`src/hdl/qpr_pkg.sv`:
```
`timescale 1ns / 1ps

package qpr_pkg;

	// Default ring depth
	localparam int DEPTH_DEF = 1024;

	// Field widths
	localparam int VALUE_W  = 32;
	localparam int K_W      = 11;
	localparam int OCC_W    = 11;
	localparam int STATUS_W = 2;
	localparam int MODE_W   = 2;

	// Packed bus widths, rounded up to whole bytes
	localparam int IN_TDATA_W  = ((VALUE_W + K_W + 7) / 8) * 8;
	localparam int OUT_TDATA_W = ((VALUE_W + STATUS_W + OCC_W + 7) / 8) * 8;
	localparam int IN_PAD_W    = IN_TDATA_W - VALUE_W - K_W;
	localparam int OUT_PAD_W   = OUT_TDATA_W - VALUE_W - STATUS_W - OCC_W;

	// Command queue between front and back
	localparam int CMDQ_DEPTH = 2;

	// Command codes on the input tuser
	localparam logic [MODE_W-1:0] MODE_INSERT  = 2'd0;
	localparam logic [MODE_W-1:0] MODE_REMOVE  = 2'd1;
	localparam logic [MODE_W-1:0] MODE_REVERSE = 2'd2;
	localparam logic [MODE_W-1:0] MODE_UNUSED  = 2'd3;

	// Decoded operations
	typedef enum logic [1:0] {
		OP_INSERT,
		OP_REMOVE,
		OP_REVERSE,
		OP_NOP
	} op_t;

	// Result status codes
	localparam logic [STATUS_W-1:0] STAT_OK       = 2'd0;
	localparam logic [STATUS_W-1:0] STAT_OVERFLOW = 2'd1;
	localparam logic [STATUS_W-1:0] STAT_EMPTY    = 2'd2;
	localparam logic [STATUS_W-1:0] STAT_EXCEED   = 2'd3;

	// One classified request
	typedef struct packed {
		op_t                      op;
		logic signed [VALUE_W-1:0] value;
		logic [K_W-1:0]           count;
		logic                     count_zero;
	} cmd_t;

endpackage

```
`src/hdl/qpr_front.sv`:
```
`timescale 1ns / 1ps

module qpr_front (
	input  logic                          clk,
	input  logic                          arst_n,
	input  logic                          s_tvalid,
	output logic                          s_tready,
	input  logic [qpr_pkg::IN_TDATA_W-1:0] s_tdata, // value, reverse_count, zero pad
	input  logic [qpr_pkg::MODE_W-1:0]     s_tuser, // mode
	output logic                          cmd_valid,
	input  logic                          cmd_ready,
	output qpr_pkg::cmd_t                 cmd
);
	import qpr_pkg::*;

	logic valid_s1;
	cmd_t cmd_s1;
	cmd_t decoded;

	// Classify the incoming request
	always_comb begin
		decoded.value      = s_tdata[VALUE_W-1:0];
		decoded.count      = s_tdata[VALUE_W +: K_W];
		decoded.count_zero = (s_tdata[VALUE_W +: K_W] == '0);
		unique case (s_tuser)
			MODE_INSERT:  decoded.op = OP_INSERT;
			MODE_REMOVE:  decoded.op = OP_REMOVE;
			MODE_REVERSE: decoded.op = OP_REVERSE;
			MODE_UNUSED:  decoded.op = OP_NOP;
			default:      decoded.op = OP_NOP;
		endcase
	end

	assign s_tready  = !valid_s1 || cmd_ready;
	assign cmd_valid = valid_s1;
	assign cmd       = cmd_s1;

	// Hold the request until the queue takes it
	always_ff @(posedge clk or negedge arst_n) begin
		if (!arst_n) begin
			valid_s1 <= 1'b0;
		end else if (s_tready) begin
			valid_s1 <= s_tvalid;
		end
	end

	always_ff @(posedge clk) begin
		if (s_tvalid && s_tready) begin
			cmd_s1 <= decoded;
		end
	end

endmodule

```
`config.mk`:
```
export PLATFORM = sky130hd
export DESIGN_NAME = qpr_front
export DESIGN_NICKNAME = d
export VERILOG_FILES = /design/src/hdl/qpr_pkg.sv /design/src/hdl/qpr_front.sv
export SDC_FILE = /design/constraint.sdc
export NUM_CORES = 1
export LEC_CHECK = 0
export BUFFER_PORTS_ARGS = -buffer_cell sky130_fd_sc_hd__buf_2
export CAP_MARGIN = 20
export CORE_MARGIN = 3
export CORE_UTILIZATION = 40
export CTS_BUF_LIST = sky130_fd_sc_hd__clkbuf_16
export CTS_CLUSTER_SIZE = 28
export DETAILED_ROUTE_END_ITERATION = 8
export GPL_TIMING_DRIVEN = 0
export MAX_ROUTING_LAYER = met4
export PLACE_DENSITY = 0.85
export SYNTH_ARGS = -nofsm -noshare
export SYNTH_HDL_FRONTEND = slang
export SYNTH_SLANG_ARGS = --single-unit
```
`constraint.sdc`:
```
create_clock -name clk -period 2.75 [get_ports clk]
set_clock_uncertainty 0.15 [all_clocks]
set_input_delay 0.55 -clock clk [delete_from_list [all_inputs] [get_ports clk]]
set_output_delay 0.55 -clock clk [all_outputs]
set_load 0.005 [all_outputs]
```
==> metrics, run 1 <==
outcome=finished, final reports clean; Setup-failing EPs final=0; DR iter-0 viols=between 50 and 60; Vias/cell=between 4 and 5; register area share after synthesis=96.56%; antenna violations before repair=0; drt wl/cell=13.55 um; post-cts hold buffer count=1; WL final=approximately 2.8 mm; Reg clk slew, reported paths=60 ps; Synth cell types=8; power density cells=~730 nW/um^2; Port Buf Inserts=between 90 and 100; crit share post-route=59.36%; met3 usage=7.313%; crit path DAT=between 900 and 1000 ps; largest net degree at the start of global routing=35; clock latency on the worst-skew pair=270 ps; Worst Setup Path Type=in -> out; drt pass-1 iters=4; Worst setup SP type=input pin; Sink Count=47; CTS Root Buffer Type=clkbuf_16; via count=roughly 900; aggregate global routing overflow=0; Post-Syn Area=between 1000 and 1500 sq um; die height=approximately 66 um; kind of end point of the critical path=output port; min-delay worst type=in -> reg; Peak VDD IR=between 0.0004 and 0.0005 V; met2 Usage GRT=about a quarter; fmax=between 600 and 700 MHz; GP Congestion=around 0.70; Core Region=3416 sq um; Synth Instances=56; post-route antenna net violation count=0; DP Area=between 2000 and 2500 sq um; TritonCTS Buffers=5; CTS tree=done; share of cells above drive strength 1=between 60 and 70%; gr busiest metal=met2; Final Hold Fails=0; die area=about 4400 sq um; Area Overhead vs Synth=49.66%; Cell Rows=21; Syn Nets=110; post-route cell area=2180 sq um; Chip Width=roughly 66 um; antenna fix cells=0; Setup TNS=0 ps; first-pass GRT wire length=4.043 mm; # Post-CTS Setup Buffers=0; cells resized by post-CTS repair=0; Static Leak=a little over 0.9 nW; fin. max-slew vios=0; # Max-Cap Violations=0; global-route track usage on met1=12.00%; fin nets=roughly 210; Ys Warns=0; Initial Utilization=roughly 43%; Synth Register Bits=47; required time of the worst setup path=about 2100 ps; DRC=0; synthesized area per cell=26.01 sq um; vias in the first global route=a little over 900; # IOs=102; unrepaired setup endpoints after global routing=false; Tmin final=between 1500 and 2000 ps; clock buffer depth=2; Slew headroom=77.71%; Worst Path Max Fanout=3; Slew @ Worst Pin=approximately 330 ps; final core occ=between 60 and 70%; H-tree lvl count=2; gr usage total=around an eighth
[critical path, stage by stage]
cell,delay [ps]
buf_2,90
nand2b_1,160
buf_2,130
[sequential cells by signal (all words and copies together), names as in the netlist]
| register | cells |
|---|---|
| cmd | 46 |
| cmd_valid | 1 |
[kinds of logic after synthesis]
group,synth area share [%]
buffers and inverters,0.5157
AND/OR/NAND/NOR,2.921
flip-flops,96.56
[worst paths after layout]
check	from	depth (start not counted)	slack, ps	end
setup / recovery	cmd_ready	3	1120	s_tready
hold / removal	s_tdata[22]	1	290	cmd[34]
setup reg to reg	cmd_valid	3	1180	cmd[44]
hold reg to reg	cmd_valid	2	390	cmd_valid
max in group asynchronous	arst_n	2	1950	cmd_valid
min in group asynchronous	arst_n	2	420	cmd_valid
[placed cells by master (no fill, tap or decap)]
master / netlist / final
clkbuf_1: 2 / 2
clkinv_2: 0 / 1
nor4_1: 2 / 2
nor3_1: 1 / 1
edfxtp_1: 46 / 46
nand2b_1: 2 / 2
buf_12: 0 / 1
clkinv_1: 0 / 1
dfrtp_1: 1 / 1
dlygate4sd3_1: 0 / 1
and3_1: 1 / 1
bufinv_16: 0 / 1
buf_2: 0 / 94
clkbuf_16: 0 / 5
and2_2: 0 / 1
[power breakdown]
part	switching (W)	total (W)	internal, W
clock	0.000226	0.000649	0.000423
combinational	0.0000481	0.000102	0.0000535
sequential	0.00000784	0.000841	0.000833
total	0.000282	0.00159	0.00131
[metrics by stage]
step	total power, W	instances	worst slack, ps	hold WS [ps]
4_1_cts	0.001611	206	1112	288.0
3_5_place_dp	0.0009601	197	897.1	175.9
6_report	0.001592	206	1117	293.6
5_1_grt	0.001648	206	1083	287.7
3_3_place_gp	0.0009525	196	30.91	176.0
2_1_floorplan	0.0008816	56	373.4	104.4
[cell type report]
class / instances / area [sq um]
tap: 46 / 57.56
multi-input combinational: 7 / 43.79
clock buffer: 5 / 125.1
clock inverter: 3 / 38.79
timing repair buffer: 96 / 500.5
buffer: 2 / 7.507
sequential: 47 / 1406
fill: 276 / 1236
[routing by layer]
| layer | wire length, um | share of wire, % | vias to the layer above |
|---|---|---|---|
| li1 | - | - | 426 |
| met2 | 1504 | 54 | 57 |
| met1 | 902 | 32 | 419 |
| met5 | 0 | 0 | - |
| met4 | 0 | 0 | 0 |
| met3 | 384 | 14 | 0 |
[Yosys cell counts]
cell type | n | area (sq um)
and3_1 | 1 | 6.260
and2_1 | 1 | 6.260
clkbuf_1 | 2 | 7.510
edfxtp_1 | 46 | 1381
dfrtp_1 | 1 | 25.02
nor4_1 | 2 | 12.51
nand2b_1 | 2 | 12.51
nor3_1 | 1 | 5.000
No activity file was read; power rests on OpenSTA's default activity.
==> run 2, diff against run 1 <==
--- a/config.mk
+++ b/config.mk
@@ -5,16 +5,17 @@
 export SDC_FILE = /design/constraint.sdc
 export NUM_CORES = 1
 export LEC_CHECK = 0
+export ABC_AREA = 1
 export BUFFER_PORTS_ARGS = -buffer_cell sky130_fd_sc_hd__buf_2
 export CAP_MARGIN = 20
 export CORE_MARGIN = 3
-export CORE_UTILIZATION = 40
+export CORE_UTILIZATION = 36
 export CTS_BUF_LIST = sky130_fd_sc_hd__clkbuf_16
 export CTS_CLUSTER_SIZE = 28
 export DETAILED_ROUTE_END_ITERATION = 8
 export GPL_TIMING_DRIVEN = 0
 export MAX_ROUTING_LAYER = met4
-export PLACE_DENSITY = 0.85
+export PLACE_DENSITY = 0.81
 export SYNTH_ARGS = -nofsm -noshare
 export SYNTH_HDL_FRONTEND = slang
 export SYNTH_SLANG_ARGS = --single-unit
==> constraint.sdc (replaced) <==
create_clock -name clk -period 1.4 [get_ports clk]
set_clock_uncertainty 0.15 [all_clocks]
set_input_delay 0.28 -clock clk [delete_from_list [all_inputs] [get_ports clk]]
set_output_delay 0.28 -clock clk [all_outputs]
set_load 0.005 [all_outputs]
==> metrics, run 2 <==
post-route antenna net violation count=0; number of enable flip-flop cells after synthesis=between 40 and 50; Seq pwr share=a little under three fifths; Cell Rows=22; CTS tree=done; Core Region=between 3000 and 4000 sq um; aggregate global routing overflow=0; crit share post-route=98.87%; register area=between 1000 and 1500 sq um; Reg-to-Reg End=cmd[45]; antenna violations before repair=0; Initial Utilization=between 30% and 40%; Tmin final=~1400 ps; outcome=finished, final reports clean; Area contributors post-synth=edfxtp_1 92%, inv_1 2.0%, nand2_1 1.8%, dfrtp_1 1.7%, nor2_1 1.0%; internal power=roughly 0.0024 W; Post-Syn Area=1496 sq um; drt pass-1 iters=4; vias in the first global route=around 1000; first-pass GRT wire length=around 4.9 mm; TritonCTS Buffers=5; fillcell total=297; top-area cell type share of the netlist area=between 90% and 100%; WL final=roughly 3.2 mm; Slew @ Worst Pin=~360 ps; top cell type by total area after synthesis=edfxtp_1; clock latency on the worst-skew pair=between 200 and 300 ps; Worst Reg-to-Reg Cells=2; CTS Root Buffer Type=clkbuf_16; min-delay worst type=in -> reg; Ys Warns=0; R2R Setup Slk=about 30 ps; gr usage total=~14%; Slew headroom=between 70% and 80%; drt wl/cell=roughly 14 um; fin. max-slew vios=0; post-route cell area=between 2000 and 2500 sq um; # Max-Cap Violations=0; max reg flops=46; required time of the worst setup path=between 900 and 1000 ps; Area Overhead vs Synth=51.67%; most frequent cells in the layout=94 x buf_2, 46 x edfxtp_1, 8 x inv_1; fin nets=230; largest net degree at the start of global routing=27; unrepaired setup endpoints after global routing=true; Worst Min Path Start=s_tdata[19]; footprint of the multi-input gates=approximately 83 sq um; DR iter-0 viols=29; hold-critical path depth=1; Worst Path Max Fanout=4; Final Hold Fails=0; Vias/cell=about 4.3; Synth Instances=70; power density cells=1326 nW/um^2; register area share after synthesis=between 90 and 100%; Most used DFF post-synth=edfxtp_1; share of cells above drive strength 1=between 60 and 70%; kind of end point of the critical path=output port; DRC=0; Synth cell types=8; synthesized area per cell=21.38 sq um; Reg clk slew, reported paths=60 ps; die area=between 4000 and 5000 sq um; Synth Register Bits=47; top-count cell post-synth=edfxtp_1; commonest non-fill, non-tap cell in the layout=buf_2; fmax=722.4 MHz; via count=about 960; Syn Nets=roughly 120; Peak VDD IR=around 0.00087 V; Static Leak=just under 1 nW; reg2reg start=cmd_valid; sw frac=between 10% and 20%; Detailed Place HPWL=around 2.4 mm; Worst Setup Path Type=reg -> out; GP Congestion=about 0.66; Chip Width=70.47 um; Setup-failing EPs final=0; # IOs=~100; Clock Power Share=a little under two fifths; H-tree lvl count=2; Sink Count=47; DP Area=2066 sq um; die height=between 70 and 80 um; Comb power frac=under 10%; Port Buf Inserts=94; crit path DAT=about 950 ps; final core occ=between 50% and 60%; switching power=0.0005928 W; FFs w/ async S/R, synth=under 10%; Worst setup SP type=flip-flop; hold endpoint=cmd[31]; top cells by count, synth=46 x edfxtp_1, 8 x inv_1, 7 x nand2_1, 4 x nor2_1, 2 x clkbuf_1; clock buffer depth=2; antenna fix cells=0
-- run 2: worst max-delay path by stage --
stage | end | depth (start not counted) | slack (ps) | start
final | s_tready | 2 | 20 | cmd_valid
after global routing | s_tready | 2 | -20 | cmd_valid
after CTS | cmd[45] | 2 | -0.8 | cmd_valid
after detailed placement | cmd[45] | 4 | -390 | cmd_ready
after global placement | cmd[44] | 3 | -620 | cmd_ready
after floorplan | cmd[0] | 1 | -390 | cmd_valid
-- run 2: area by class of cell --
| class | count | area share [%] |
|---|---|---|
| Multi-Input combinational cell | 14 | 3.638 |
| Inverter | 8 | 1.323 |
| Sequential cell | 47 | 62.02 |
| Clock inverter | 3 | 0.8820 |
| Timing Repair Buffer | 98 | 23.65 |
| Tap cell | 48 | 2.646 |
| Buffer | 2 | 0.3308 |
| Clock buffer | 5 | 5.513 |
-- run 2: per-layer routing --
| layer | GRT usage, % | routed length, um | up-vias |
|---|---|---|---|
| met5 | - | 0 | - |
| met4 | 3.830 | 21 | 0 |
| met3 | 6.763 | 389 | 2 |
| met2 | 21.83 | 1574 | 66 |
| met1 | 15.76 | 1221 | 429 |
| li1 | - | - | 466 |
-- run 2: power groups by stage --
stage          Combinational (W)  Clock (W)  Sequential, W
2_1_floorplan          0.0000409          0        0.00170
3_3_place_gp            0.000197          0        0.00168
3_5_place_dp            0.000217          0        0.00169
4_1_cts                 0.000235    0.00116        0.00166
5_1_grt                 0.000260    0.00122        0.00166
6_report                0.000234    0.00112        0.00166
-- run 2: critical path, stage by stage (launching register included) --
cell     delay (ps)
dfrtp_2         470
nand2_2          90
buf_2           110
-- run 2: kinds of logic (layout without fill, tap and decap cells) --
| family | Yosys count | in the layout | share of synthesized area, % |
|---|---|---|---|
| buf+inv | 10 | 116 | 2.509 |
| compound gates | 1 | 2 | 0.3341 |
| flops | 47 | 47 | 93.98 |
| simple gates | 12 | 12 | 3.178 |
-- run 2: what timing repair did --
item                                   4_1_cts  5_1_grt
setup endpoints to repair                   46       27
cloned                                       1        1
pin swaps                                    2        1
hold buffers                                 1        0
gates resized for setup                      3        1
endpoints found under the hold margin        1        0
buffers inserted                             1        0
-- run 2: metrics by stage --
stage | instances | total power, W | hold slack [ps] | TNS, ps | setup slack [ps]
after global placement | 212 | 0.001881 | -93.90 | -28290 | -617.0
after floorplan | 70 | 0.001741 | -165.6 | -18080 | -393.1
after detailed placement | 213 | 0.001904 | -94.56 | -14130 | -388.5
after CTS | 224 | 0.003050 | 15.38 | -1.681 | -0.7658
final | 225 | 0.003009 | 22.67 | 0 | 15.76
after global routing | 225 | 0.003146 | 9.368 | -18.03 | -18.03
==> run 3, diff against run 2 <==
--- a/config.mk
+++ b/config.mk
@@ -13,7 +13,6 @@
 export CTS_BUF_LIST = sky130_fd_sc_hd__clkbuf_16
 export CTS_CLUSTER_SIZE = 28
 export DETAILED_ROUTE_END_ITERATION = 8
-export GPL_TIMING_DRIVEN = 0
 export MAX_ROUTING_LAYER = met4
 export PLACE_DENSITY = 0.81
 export SYNTH_ARGS = -nofsm -noshare
==> metrics, run 3 (same netlist as run 2, synthesis figures left out) <==
outcome=finished, final reports clean; internal power=~0.0026 W; Reg clk slew, reported paths=60 ps; Peak VDD IR=between 0.0009 and 0.001 V; GP Congestion=~0.68; drt wl/cell=between 10 and 15 um; H-tree lvl count=2; drt pass-1 iters=3; fin. max-slew vios=0; Area Overhead vs Synth=50.42%; Core Region=approximately 3800 sq um; kind of end point of the critical path=output port; Initial Utilization=between 30% and 40%; Sink Count=47; Setup-failing EPs final=0; TritonCTS Buffers=5; vias in the first global route=around 950; Slew @ Worst Pin=slightly above 200 ps; clock buffer depth=2; die area=4966 sq um; max reg flops=between 40 and 50; gr usage total=around an eighth; DRC=0; fin nets=approximately 230; largest net degree at the start of global routing=31; via count=between 900 and 1000; post-route cell area=about 2300 sq um; # Max-Cap Violations=0; share of cells above drive strength 1=between 60% and 70%; Slew headroom=86.28%; antenna violations before repair=0; Comb power frac=under 10%; Static Leak=roughly 1.0 nW; cells resized by post-CTS repair=0; # IOs=102; unrepaired setup endpoints after global routing=false; crit share post-route=96.04%; Port Buf Inserts=between 90 and 100; power density cells=around 1400 nW/um^2; Worst Path Max Fanout=3; Worst Setup Path Type=reg -> out; placed insts=214; first-pass GRT wire length=about 4.5 mm; footprint of the multi-input gates=between 60 and 70 sq um; Worst setup SP type=flip-flop; final cell count without fillers=about 220; switching power=slightly below 0.0006 W; Worst Reg-to-Reg Cells=2; Cell Rows=22; hold-critical path depth=1; post-route antenna net violation count=0; aggregate global routing overflow=0; register area=1406 sq um; Detailed Place HPWL=~2.3 mm; DR iter-0 viols=50; fmax=743.7 MHz; CTS tree=done; Seq pwr share=51.9%; DP Area=2068 sq um; min-delay worst type=in -> reg; Tmin final=~1300 ps; antenna fix cells=0; WL final=roughly 2.9 mm; Clock Power Share=roughly two fifths; CTS Root Buffer Type=clkbuf_16; sw frac=18.54%; required time of the worst setup path=approximately 970 ps; commonest non-fill, non-tap cell in the layout=buf_2; clock latency on the worst-skew pair=between 200 and 300 ps; crit path DAT=910 ps; fillcell total=290; Final Hold Fails=0; Vias/cell=between 4 and 5; most frequent cells in the layout=96 x buf_2, 46 x edfxtp_1, 8 x inv_1; Chip Width=~70 um; die height=70.47 um
[run 3: cell count changes in the layout (fill, tap and decap cells not counted)]
cell,before,now
clkinvlp_4,1,0
dfrtp_2,1,0
inv_6,0,1
clkinv_1,1,0
a21oi_4,2,1
buf_2,94,96
dfrtp_1,0,1
clkbuf_1,2,0
buf_4,0,1
clkbuf_16,6,5
nand2_2,1,0
bufinv_16,0,1
buf_6,1,0
nand2_1,6,7
[run 3: final cells by class]
type,count,share of cell area (%)
Clock buffer,5,5.559
Multi-Input combinational cell,13,2.835
Clock inverter,3,2.112
Sequential cell,47,62.48
Tap cell,48,2.668
Inverter,8,1.334
Timing Repair Buffer,99,23.01
[run 3: what timing repair did]
item,CTS,global route
setup buffers,0,0
hold buffers,1,0
hold endpoints to repair,1,0
[run 3: power groups by stage]
stage	clock network, W	registers [W]	logic (W)
floorplan	0	0.00170	0.0000409
CTS	0.00136	0.00166	0.000219
global placement	0	0.00168	0.000210
finish	0.00132	0.00166	0.000214
detailed placement	0	0.00169	0.000216
global route	0.00141	0.00166	0.000240
[run 3: stage by stage]
step	worst slack, ps	hold slack, ps	power, W	setup TNS (ps)	utilization [%]
finish	55.44	22.24	0.003189	0	58.83
global route	16.04	17.07	0.003308	0	58.83
CTS	53.17	17.66	0.003233	0	58.83
detailed placement	62.23	-94.14	0.001902	0	54.05
global placement	79.95	-93.28	0.001893	0	54.05
floorplan	-393.1	-165.6	0.001741	-18080	-
[run 3: final timing paths]
check                       endpoint  slack (ps)        from
max in group asynchronous  cmd_valid         880      arst_n
min reg2reg                cmd_valid         440   cmd_valid
min in group asynchronous  cmd_valid         140      arst_n
min                          cmd[19]          20  s_tdata[7]
max                         s_tready          60   cmd_valid
max reg2reg                  cmd[23]          80   cmd_valid
[run 3: critical path, stage by stage (launching register included)]
cell	delay, ps
dfrtp_1	420
nand2_1	100
buf_2	110
[run 3: per-layer routing]
metal / wire length, um / up-vias / part of all wire (%) / global-route usage (%)
li1: - / 459 / - / -
met1: 1105 / 411 / 38 / 13.73
met2: 1432 / 64 / 49 / 19.65
met3: 356 / 2 / 12 / 5.180
met4: 26 / 0 / 0.89 / 5.745
met5: 0 / - / 0 / -
