`src/hdl/qpr_pkg.sv`:
```
`timescale 1ns / 1ps

package qpr_pkg;

	// Default ring depth
	localparam int DEPTH_DEF = 1024;

	// Field widths
	localparam int VALUE_W  = 32;
	localparam int K_W      = 11;
	localparam int OCC_W    = 11;
	localparam int STATUS_W = 2;
	localparam int MODE_W   = 2;

	// Packed bus widths, rounded up to whole bytes
	localparam int IN_TDATA_W  = ((VALUE_W + K_W + 7) / 8) * 8;
	localparam int OUT_TDATA_W = ((VALUE_W + STATUS_W + OCC_W + 7) / 8) * 8;
	localparam int IN_PAD_W    = IN_TDATA_W - VALUE_W - K_W;
	localparam int OUT_PAD_W   = OUT_TDATA_W - VALUE_W - STATUS_W - OCC_W;

	// Command queue between front and back
	localparam int CMDQ_DEPTH = 2;

	// Command codes on the input tuser
	localparam logic [MODE_W-1:0] MODE_INSERT  = 2'd0;
	localparam logic [MODE_W-1:0] MODE_REMOVE  = 2'd1;
	localparam logic [MODE_W-1:0] MODE_REVERSE = 2'd2;
	localparam logic [MODE_W-1:0] MODE_UNUSED  = 2'd3;

	// Decoded operations
	typedef enum logic [1:0] {
		OP_INSERT,
		OP_REMOVE,
		OP_REVERSE,
		OP_NOP
	} op_t;

	// Result status codes
	localparam logic [STATUS_W-1:0] STAT_OK       = 2'd0;
	localparam logic [STATUS_W-1:0] STAT_OVERFLOW = 2'd1;
	localparam logic [STATUS_W-1:0] STAT_EMPTY    = 2'd2;
	localparam logic [STATUS_W-1:0] STAT_EXCEED   = 2'd3;

	// One classified request
	typedef struct packed {
		op_t                      op;
		logic signed [VALUE_W-1:0] value;
		logic [K_W-1:0]           count;
		logic                     count_zero;
	} cmd_t;

endpackage

```
`src/hdl/qpr_cmd_fifo.sv`:
```
`timescale 1ns / 1ps

module qpr_cmd_fifo (
	input  logic          clk,
	input  logic          arst_n,
	input  logic          in_valid,
	output logic          in_ready,
	input  qpr_pkg::cmd_t in_cmd,
	output logic          out_valid,
	input  logic          out_ready,
	output qpr_pkg::cmd_t out_cmd
);
	import qpr_pkg::*;

	localparam int IW = (CMDQ_DEPTH > 1) ? $clog2(CMDQ_DEPTH) : 1;
	localparam int NW = $clog2(CMDQ_DEPTH + 1);

	cmd_t           entry_q [CMDQ_DEPTH];
	logic [IW-1:0]  wr_ptr_q;
	logic [IW-1:0]  rd_ptr_q;
	logic [NW-1:0]  fill_q;
	logic           push;
	logic           pop;

	assign in_ready  = (fill_q != NW'(CMDQ_DEPTH));
	assign out_valid = (fill_q != '0);
	assign out_cmd   = entry_q[rd_ptr_q];
	assign push      = in_valid && in_ready;
	assign pop       = out_valid && out_ready;

	// Advance pointers and fill level
	always_ff @(posedge clk or negedge arst_n) begin
		if (!arst_n) begin
			wr_ptr_q <= '0;
			rd_ptr_q <= '0;
			fill_q   <= '0;
		end else begin
			if (push) begin
				wr_ptr_q <= (wr_ptr_q == IW'(CMDQ_DEPTH - 1)) ? '0 : wr_ptr_q + IW'(1);
			end
			if (pop) begin
				rd_ptr_q <= (rd_ptr_q == IW'(CMDQ_DEPTH - 1)) ? '0 : rd_ptr_q + IW'(1);
			end
			if (push && !pop) begin
				fill_q <= fill_q + NW'(1);
			end else if (pop && !push) begin
				fill_q <= fill_q - NW'(1);
			end
		end
	end

	// Store the request
	always_ff @(posedge clk) begin
		if (push) begin
			entry_q[wr_ptr_q] <= in_cmd;
		end
	end

endmodule

```
`config.mk`:
```
export PLATFORM = sky130hd
export DESIGN_NAME = qpr_cmd_fifo
export DESIGN_NICKNAME = d
export VERILOG_FILES = /design/src/hdl/qpr_pkg.sv /design/src/hdl/qpr_cmd_fifo.sv
export SDC_FILE = /design/constraint.sdc
export NUM_CORES = 1
export LEC_CHECK = 0
export BUFFER_PORTS_ARGS = -buffer_cell sky130_fd_sc_hd__buf_2
export CAP_MARGIN = 10
export CORE_MARGIN = 2
export CORE_UTILIZATION = 48
export DETAILED_ROUTE_END_ITERATION = 12
export PLACE_DENSITY = 0.79
export SETUP_SLACK_MARGIN = 0.3
export SLEW_MARGIN = 20
export SYNTH_ARGS = -nofsm -noshare
export SYNTH_HDL_FRONTEND = slang
export SYNTH_SLANG_ARGS = --single-unit
export TNS_END_PERCENT = 30
```
`constraint.sdc`:
```
create_clock -name clk -period 3.3 [get_ports clk]
set_input_delay 0.66 -clock clk [delete_from_list [all_inputs] [get_ports clk]]
set_output_delay 0.66 -clock clk [all_outputs]
set_load 0.01 [all_outputs]
```
==> impl_metrics.yaml, run 1 <==
status:
  outcome: "complete, no violations"
yosys:
  ys_top_cells_by_count: "edfxtp_1 (92), mux2_4 (30), mux2_2 (16), buf_6 (4), dfrtp_1 (4)"
  synth_nets: 212
  synthesis.area_per_instance_sq_um: 22.59
  synth_most_common_cell: "edfxtp_1"
  synth-edff-count: 92
  ys_async_sr_fraction_pct: 4.167
  synth.ff_latch_count: 96
  ys_seq_area_share_pct: 78.71
  dominantRegCellSynth: "edfxtp_1"
  synth_cells: 161
  syn_area_sq_um: 3637
  yosys.area.top_type: "edfxtp_1"
  netlist_top_cells_area: "edfxtp_1 (76%), mux2_4 (12%), mux2_2 (5.0%)"
  ys.warnings.count: 0
  post_synth_num_cell_types: 15
  yosys.area.top_type_share_pct: 75.95
route:
  drtIter0Drc: 80
  route.final.wire_length_microns: 5928
  num_vias: 1811
  drt_pre_antenna_iters: 4
  antenna_left: 0
  routedWlPerCell_microns: 15.98
  drt-vias-per-instance: 4.881
  drc: 0
floorplanning:
  die_y_microns: 91.05
  initial_utilization_pct: 49.88
  placement_rows: 31
  number_of_primary_i_o_pins: 98
  die_x_microns: 91.05
  fp.dieArea_sq_um: 8290
  core_region_area_sq_um: 7292
setup_path:
  critPathLaunch: "rd_ptr_q"
  crit_path_end: "out_cmd[45]"
  cp-end-kind: "output pin"
  cp-start-kind: "flip-flop"
  worst_r2r_path_depth: 4
  critical_path_required_ps: 2640
  worstPathMaxFanout: 33
  reg2reg_slack_ps: 1510
  cp.arrival_ps: 1820
  r2r-start: "fill_q[0]"
  setup.worst_path.class: "flip-flop to output pin"
  r2r-end: "entry_q[0][15]"
sta:
  slew_viol_final: 0
  final.setup_skew_ps: 6.581
  transition_time_at_the_pin_with_the_least_slew_margin_ps: 597.7
  final_period_minus_worst_setup_slack_ps: 2476
  fmax_mhz: 403.9
  hold_violations: 0
  final-setup-viol-count: 0
  rsz_0062_raised_after_global_routing: "no"
  timing.slew.headroom_pct: 60.06
  final.period_utilization_pct: 75.03
  totalNegativeSetupSlack_ps: 0
pwr:
  p_per_area_nw_per_um2: 846.3
  total_leakage_power_nw: 1.752
  power.internal_mw: 2.674
  vdd_drop_max_mv: 0.4819
  switching_share_pct: 28.94
  post-layout-total-power_mw: 3.763
  power.combinational.fraction_pct: 33.9
  clock_power_share_pct: 18.7
  seq_power_share_pct: 47.5
  switchingPower_mw: 1.089
grt:
  first_global_vias: 1903
  grt_pass1_wl_microns: 9218
  gr-usage-all-layers_pct: 14.78
  grt_start_max_net_pins: 34
  grt_antenna_before_repair: 0
  global_route.overflow_total: 0
clock_tree:
  clk_pin_slew_ps: 80
  htree_levels: 3
  ctsLongestPathBuffers: 2
  tritoncts: "done"
  cts_root_buf: "clkbuf_8"
  cts_resized: 0
  worst_skew_pair.late_latency_ps: 340
  clock_buffer_count_from_cts: 9
  postCtsSetupBuffers: 0
  hold_buffers: 0
  clock_sinks: 96
cells_and_area:
  fin_nets: 318
  final_layout_size_suffix_gt1_share_pct: 58.82
  antennaDiodeCount: 0
  syn2layout_area_growth_pct: 22.26
  fillers: 557
  final_core_util_pct: 60.98
place:
  dp.final_hpwl_microns: 4086
  placement.io_buffers: 97
  globalplace.congestion: 0.6823
flow_run:
  drv.max_cap_violation_count: 0
worst_hold_path:
  worstHoldPathType: "primary input to async pin"
cell usage in the layout, fill, tap and decap left out, types with 2 or more instances in the layout:
cell type,count
nand2_1,2
mux2_4,30
clkbuf_1,3
mux2_2,16
edfxtp_1,92
buf_12,3
dfrtp_1,3
clkbuf_8,9
xor2_1,2
buf_2,97
xnor2_1,3
clkinv_1,2
worst min path at each step:
| stage | start | endpoint | slack, ps | cells after the start |
|---|---|---|---|---|
| 2_1_floorplan | arst_n | fill_q[0] | 360 | 0 |
| 3_3_place_gp | arst_n | wr_ptr_q | 470 | 1 |
| 3_5_place_dp | arst_n | wr_ptr_q | 480 | 1 |
| 4_1_cts | arst_n | fill_q[1] | 100 | 1 |
| 5_1_grt | arst_n | fill_q[1] | 90 | 1 |
| 6_report | arst_n | fill_q[0] | 110 | 1 |
area by class of cell:
cell class / instances / area, sq um / share of cell area [%]
clock buffer: 12 / 135.1 / 3.039
tap: 99 / 123.9 / 2.786
timing repair buffer: 100 / 545.5 / 12.27
sequential: 96 / 2864 / 64.41
multi-input combinational: 59 / 729.5 / 16.40
clock inverter: 4 / 45.04 / 1.013
inverter: 1 / 3.754 / 0.08441
kinds of logic (layout without fill, tap and decap cells):
family / Yosys count / in the layout / share of synthesized area (%)
XOR/XNOR: 5 / 5 / 1.204
adder cells (fa/ha/maj): 1 / 1 / 0.3439
buffers and inverters: 6 / 117 / 1.479
flip-flops: 96 / 96 / 78.71
multiplexers: 46 / 46 / 17.34
AND/OR/NAND/NOR: 7 / 7 / 0.9293
layer usage:
| metal | routed length [microns] | part of all wire (%) | vias up | track usage (%) |
|---|---|---|---|---|
| met3 | 345 | 5.8 | 7 | 3.485 |
| li1 | - | - | 837 | - |
| met2 | 3053 | 52 | 66 | 24.94 |
| met1 | 2445 | 41 | 901 | 18.00 |
| met5 | 0 | 0 | - | 0 |
| met4 | 84 | 1.4 | 0 | 6.944 |
metrics by stage:
| step | std cells | instance area [sq um] | hold WS (ps) | setup WS (ps) |
|---|---|---|---|---|
| 4_1_cts | 371 | 4447 | 98.02 | 802.0 |
| 2_1_floorplan | 161 | 3640 | 364.4 | 930.3 |
| 3_3_place_gp | 355 | 4267 | 472.8 | 1216 |
| 6_report | 371 | 4447 | 112.2 | 824.1 |
| 5_1_grt | 371 | 4447 | 92.19 | 750.9 |
| 3_5_place_dp | 355 | 4267 | 475.9 | 1182 |
critical path, stage by stage (launching register included):
cell     delay [ps]
dfrtp_2         630
buf_12          300
mux2_2          380
buf_2           140
flip-flops by register name, indices dropped and copies added (netlist names):
name	count
entry_q	92
fill_q	2
rd_ptr_q	1
wr_ptr_q	1
power groups by stage:
stage	logic, mW	registers [mW]	clock network [mW]
after floorplan	0.915	1.76	0
after global placement	1.28	1.80	0
after detailed placement	1.30	1.82	0
after CTS	1.30	1.79	0.724
after global routing	1.37	1.82	0.774
final	1.27	1.79	0.703
Note: power is estimated with default switching activity, not from simulation.
==> inputs of run 2 (changes only) <==
- clock period: 3.3 -> 2.5 ns (I/O delays scaled with it)
==> run 2 against run 1 <==
Net effect: sequential share of layout area shrank 0.49 points; via count is the same; clock skew grew 6.4 ps; combinational power is 39% higher; setup slack worse by 350 ps; clock power is 20% higher; die area unchanged; final cell count up 2.2%; count of clock-buffer cells in the layout down 2; flip-flop and latch count unchanged; sequential power increased by 30%; first-iteration DRC count fell by 46%; critical path type unchanged.
==> impl_metrics.yaml, run 2 (same netlist as run 1, synthesis figures left out) <==
cells_and_area:
  layout_top_registers: "entry_q x92, fill_q x2"
  syn2layout_area_growth_pct: 23.19
  leading_cell_type_in_the_layout_fill_and_taps_excluded: "buf_2"
  final_layout_size_suffix_gt1_share_pct: 60.00
  final_cell_mix: "buf_2 (97), edfxtp_1 (92), mux2_4 (30)"
  largest_register: "entry_q"
  number_of_flip_flops_under_the_largest_register_name: 92
  fin_nets: 326
  antennaDiodeCount: 0
  fillers: 580
sta:
  final-setup-viol-count: 0
  totalNegativeSetupSlack_ps: 0
  slew_viol_final: 0
  fmax_mhz: 494.3
  timing.slew.headroom_pct: 75.66
  post-route-worst-setup-slack_ps: 476.8
  final.period_utilization_pct: 80.93
  transition_time_at_the_pin_with_the_least_slew_margin_ps: 365.1
  final.hold.worst_slack_ps: 334.3
  hold_violations: 0
  rsz_0062_raised_after_global_routing: "no"
  final.setup_skew_ps: 12.99
  final_period_minus_worst_setup_slack_ps: 2023
grt:
  gr-usage-all-layers_pct: 14.09
  grt_pass1_wl_microns: 8804
  first_global_vias: 1842
  grt_antenna_before_repair: 0
  grt_start_max_net_pins: 26
  global_route.overflow_total: 0
clock_tree:
  tritoncts: "done"
  worst_skew_pair.late_latency_ps: 350
  clock_buffer_count_from_cts: 9
  clock_sinks: 96
  ctsLongestPathBuffers: 2
  htree_levels: 3
  clk_pin_slew_ps: 90
  cts_root_buf: "clkbuf_8"
setup_path:
  cp-end-kind: "output pin"
  reg2reg_slack_ps: 930
  setup.worst_path.class: "flip-flop to output pin"
  critical_path_required_ps: 2000
  worst_r2r_path_depth: 3
  cp.arrival_ps: 1520
  cp-start-kind: "flip-flop"
  worstPathMaxFanout: 10
route:
  route.final.wire_length_microns: 5697
  num_vias: 1811
  antenna_left: 0
  drtIter0Drc: 43
  routedWlPerCell_microns: 15.03
  drt_pre_antenna_iters: 4
  drt-vias-per-instance: 4.778
  drc: 0
status:
  outcome: "complete, no violations"
place:
  placement.io_buffers: 97
  preCtsSetupSlack_ps: 678.3
  globalplace.congestion: 0.6760
  dp.final_hpwl_microns: 3887
floorplanning:
  die_x_microns: 91.05
  core_region_area_sq_um: 7292
  die_y_microns: 91.05
  fp.dieArea_sq_um: 8290
  placement_rows: 31
  number_of_primary_i_o_pins: 98
  initial_utilization_pct: 49.88
pwr:
  vdd_drop_max_mv: 0.6397
  p_per_area_nw_per_um2: 1099
  total_leakage_power_nw: 1.780
flow_run:
  drv.max_cap_violation_count: 0
worst_hold_path:
  worstHoldPathType: "primary input to flip-flop"
  hold-path-cell-count: 1
[run 2: cell types whose count changed in the layout (fill, tap and decap cells not counted), sizes merged]
cell         change
dlygate4sd3      +1
buf              +7
clkbuf           -2
clkinv           +3
bufinv           -1
[run 2: final cells by class]
type	count	area (sq um)	area share (%)
timing repair buffer	108	595.6	13.29
multi-input combinational	59	729.5	16.28
clock inverter	6	36.28	0.8098
sequential	96	2864	63.92
inverter	1	3.754	0.08378
clock buffer	10	127.6	2.848
tap	99	123.9	2.765
[run 2: what timing repair did]
action,4_1_cts,5_1_grt
setup buffers,3,0
hold buffers,1,0
gates resized for setup,0,0
endpoints found under the setup margin,1,0
endpoints found under the hold margin,4,0
[run 2: metal layers]
layer  vias to the layer above  part of all wire (%)  GRT usage [%]
li1                        855                     -              -
met1                       874                    42          16.90
met2                        76                    49          23.46
met3                         6                   8.1          4.979
met4                         0                   1.1          5.303
met5                         -                     0              0
[run 2: worst paths after layout]
check | start | endpoint
worst max-delay path | rd_ptr_q | out_cmd[24]
worst min-delay path | in_cmd[27] | entry_q[1][27]
worst max register to register | fill_q[0] | entry_q[1][8]
worst min register to register | fill_q[1] | fill_q[1]
max in group asynchronous | arst_n | rd_ptr_q
min in group asynchronous | arst_n | wr_ptr_q
[run 2: critical path: stages, from the launching register on]
cell and delay [ps]:
dfrtp_2 450, buf_4 230, mux2_2 360, buf_2 140
[run 2: power breakdown]
group          internal [mW]  total [mW]  switching [mW]
Clock                  0.355       0.841           0.486
Combinational          0.921        1.76           0.842
Sequential              2.20        2.32           0.118
Total                   3.48        4.92            1.45
[run 2: stage by stage]
step	std cells	utilization [%]	cell area (sq um)	power [mW]
5_1_grt	379	61.44	4481	5.192
4_1_cts	379	61.44	4481	5.001
6_report	379	61.44	4481	4.924
3_3_place_gp	359	58.75	4284	4.077
3_5_place_dp	359	58.75	4284	4.112
2_1_floorplan	161	-	3645	3.533
==> inputs of run 3 (changes only) <==
- clock period: 2.5 -> 2 ns (I/O delays scaled with it)
==> run 3 against run 2 <==
Net effect: final area up 0.36%; register-to-register slack got worse by 390 ps; critical endpoint is now out_cmd[31]; final cell count fell by 0.79%; power up 27%; core utilization grew 0.22 points; clock skew barely moved.
==> impl_metrics.yaml, run 3 (same netlist as run 1, synthesis figures left out) <==
sta:
  totalNegativeSetupSlack_ps: 0
  final-setup-viol-count: 0
  fmax_mhz: 529.0
  rsz_0062_raised_after_global_routing: "yes"
  final.period_utilization_pct: 94.52
  timing.slew.headroom_pct: 76.95
  transition_time_at_the_pin_with_the_least_slew_margin_ps: 345.8
  slew_viol_final: 0
  hold_violations: 0
  final_period_minus_worst_setup_slack_ps: 1890
  final.setup_skew_ps: 13.37
cells_and_area:
  leading_cell_type_in_the_layout_fill_and_taps_excluded: "buf_2"
  final_layout_size_suffix_gt1_share_pct: 61.37
  fin_nets: 323
  number_of_flip_flops_under_the_largest_register_name: 92
  syn2layout_area_growth_pct: 23.63
  antennaDiodeCount: 0
  fillers: 575
  layout_top_registers: "entry_q x92, fill_q x2"
  largest_register: "entry_q"
  final_cell_mix: "buf_2 (97), edfxtp_1 (92), mux2_4 (30)"
  layoutNonFillerInstCount: 376
setup_path:
  cp-start-kind: "flip-flop"
  setup.worst_path.class: "flip-flop to output pin"
  worstPathMaxFanout: 17
  cp-end-kind: "output pin"
  critical_path_required_ps: 1600
  cp.arrival_ps: 1490
route:
  route.final.wire_length_microns: 5730
  drc: 0
  drtIter0Drc: 53
  drt-vias-per-instance: 4.777
  num_vias: 1796
  antenna_left: 0
  drt_pre_antenna_iters: 4
  routedWlPerCell_microns: 15.24
floorplanning:
  initial_utilization_pct: 49.88
  core_region_area_sq_um: 7292
  placement_rows: 31
  number_of_primary_i_o_pins: 98
  die_x_microns: 91.05
  fp.dieArea_sq_um: 8290
  die_y_microns: 91.05
grt:
  grt_start_max_net_pins: 31
  global_route.overflow_total: 0
  gr-usage-all-layers_pct: 14.36
  first_global_vias: 1862
  grt_antenna_before_repair: 0
  grt_pass1_wl_microns: 8956
pwr:
  vdd_drop_max_mv: 0.6648
  switching_share_pct: 29.93
  clock_power_share_pct: 17.5
  total_leakage_power_nw: 1.787
  power.combinational.fraction_pct: 35.9
  seq_power_share_pct: 46.6
  switchingPower_mw: 1.867
  power.internal_mw: 4.371
  p_per_area_nw_per_um2: 1387
  post-layout-total-power_mw: 6.237
flow_run:
  drv.max_cap_violation_count: 0
clock_tree:
  htree_levels: 3
  clock_sinks: 96
  postCtsSetupBuffers: 0
  worst_skew_pair.late_latency_ps: 350
  clk_pin_slew_ps: 100
  cts_root_buf: "clkbuf_8"
  clock_buffer_count_from_cts: 9
  ctsLongestPathBuffers: 2
  tritoncts: "done"
place:
  placement.io_buffers: 97
  placed_cells: 358
  globalplace.congestion: 0.6517
worst_hold_path:
  worstHoldPathType: "primary input to flip-flop"
status:
  outcome: "complete, no violations"
==> run 3: cell type report <==
type | instances | area (sq um) | area share [%]
Inverter | 1 | 3.754 | 0.08347
Timing Repair Buffer | 105 | 590.6 | 13.13
Tap cell | 99 | 123.9 | 2.755
Multi-Input combinational cell | 59 | 744.5 | 16.56
Clock buffer | 9 | 123.9 | 2.755
Sequential cell | 96 | 2864 | 63.69
Clock inverter | 7 | 46.29 | 1.029
==> run 3: through the flow <==
step           hold slack (ps)  area, sq um  utilization (%)  setup slack (ps)
3_3_place_gp             211.7         4279            58.68             408.8
5_1_grt                  213.1         4497            61.67             47.49
4_1_cts                  215.5         4463            61.20             76.52
3_5_place_dp             215.7         4279            58.68             397.8
2_1_floorplan            104.4         3661                -             272.8
6_report                 233.3         4497            61.67             109.7
==> run 3: metal layers <==
| layer | global-route usage [%] | wire length, microns | vias up |
|---|---|---|---|
| met2 | 23.52 | 2869 | 70 |
| met5 | 0 | 0 | - |
| met1 | 17.44 | 2411 | 868 |
| met4 | 6.439 | 67 | 0 |
| li1 | - | - | 851 |
| met3 | 4.647 | 381 | 7 |
==> run 3: power groups by stage <==
stage                     clock network [mW]  registers, mW  logic, mW
after CTS                               1.13           2.90       2.22
after global placement                     0           2.92       2.18
after floorplan                            0           2.90       1.54
final                                   1.09           2.91       2.24
after detailed placement                   0           2.95       2.20
after global routing                    1.20           2.95       2.42
==> run 3: what timing repair did <==
item / 4_1_cts / 5_1_grt
resized for setup: 1 / 2
endpoints found under the setup margin: 46 / 46
cloned: 0 / 1
endpoints found under the hold margin: 4 / 0
hold buffers: 1 / 0
==> run 3: path summary, 6_finish.rpt <==
path,start,to,slack [ps],depth (start not counted)
worst max-delay path,rd_ptr_q,out_cmd[31],110,3
worst min-delay path,in_cmd[5],entry_q[0][5],230,1
worst max register to register,fill_q[0],entry_q[1][45],540,3
worst min register to register,fill_q[0],fill_q[0],560,1
max in group asynchronous,arst_n,rd_ptr_q,1470,2
min in group asynchronous,arst_n,fill_q[0],380,2
==> run 3: worst max-delay path: stages, from the launching register on <==
cell	delay (ps)
dfrtp_2	450
buf_12	200
mux2_2	360
buf_2	140
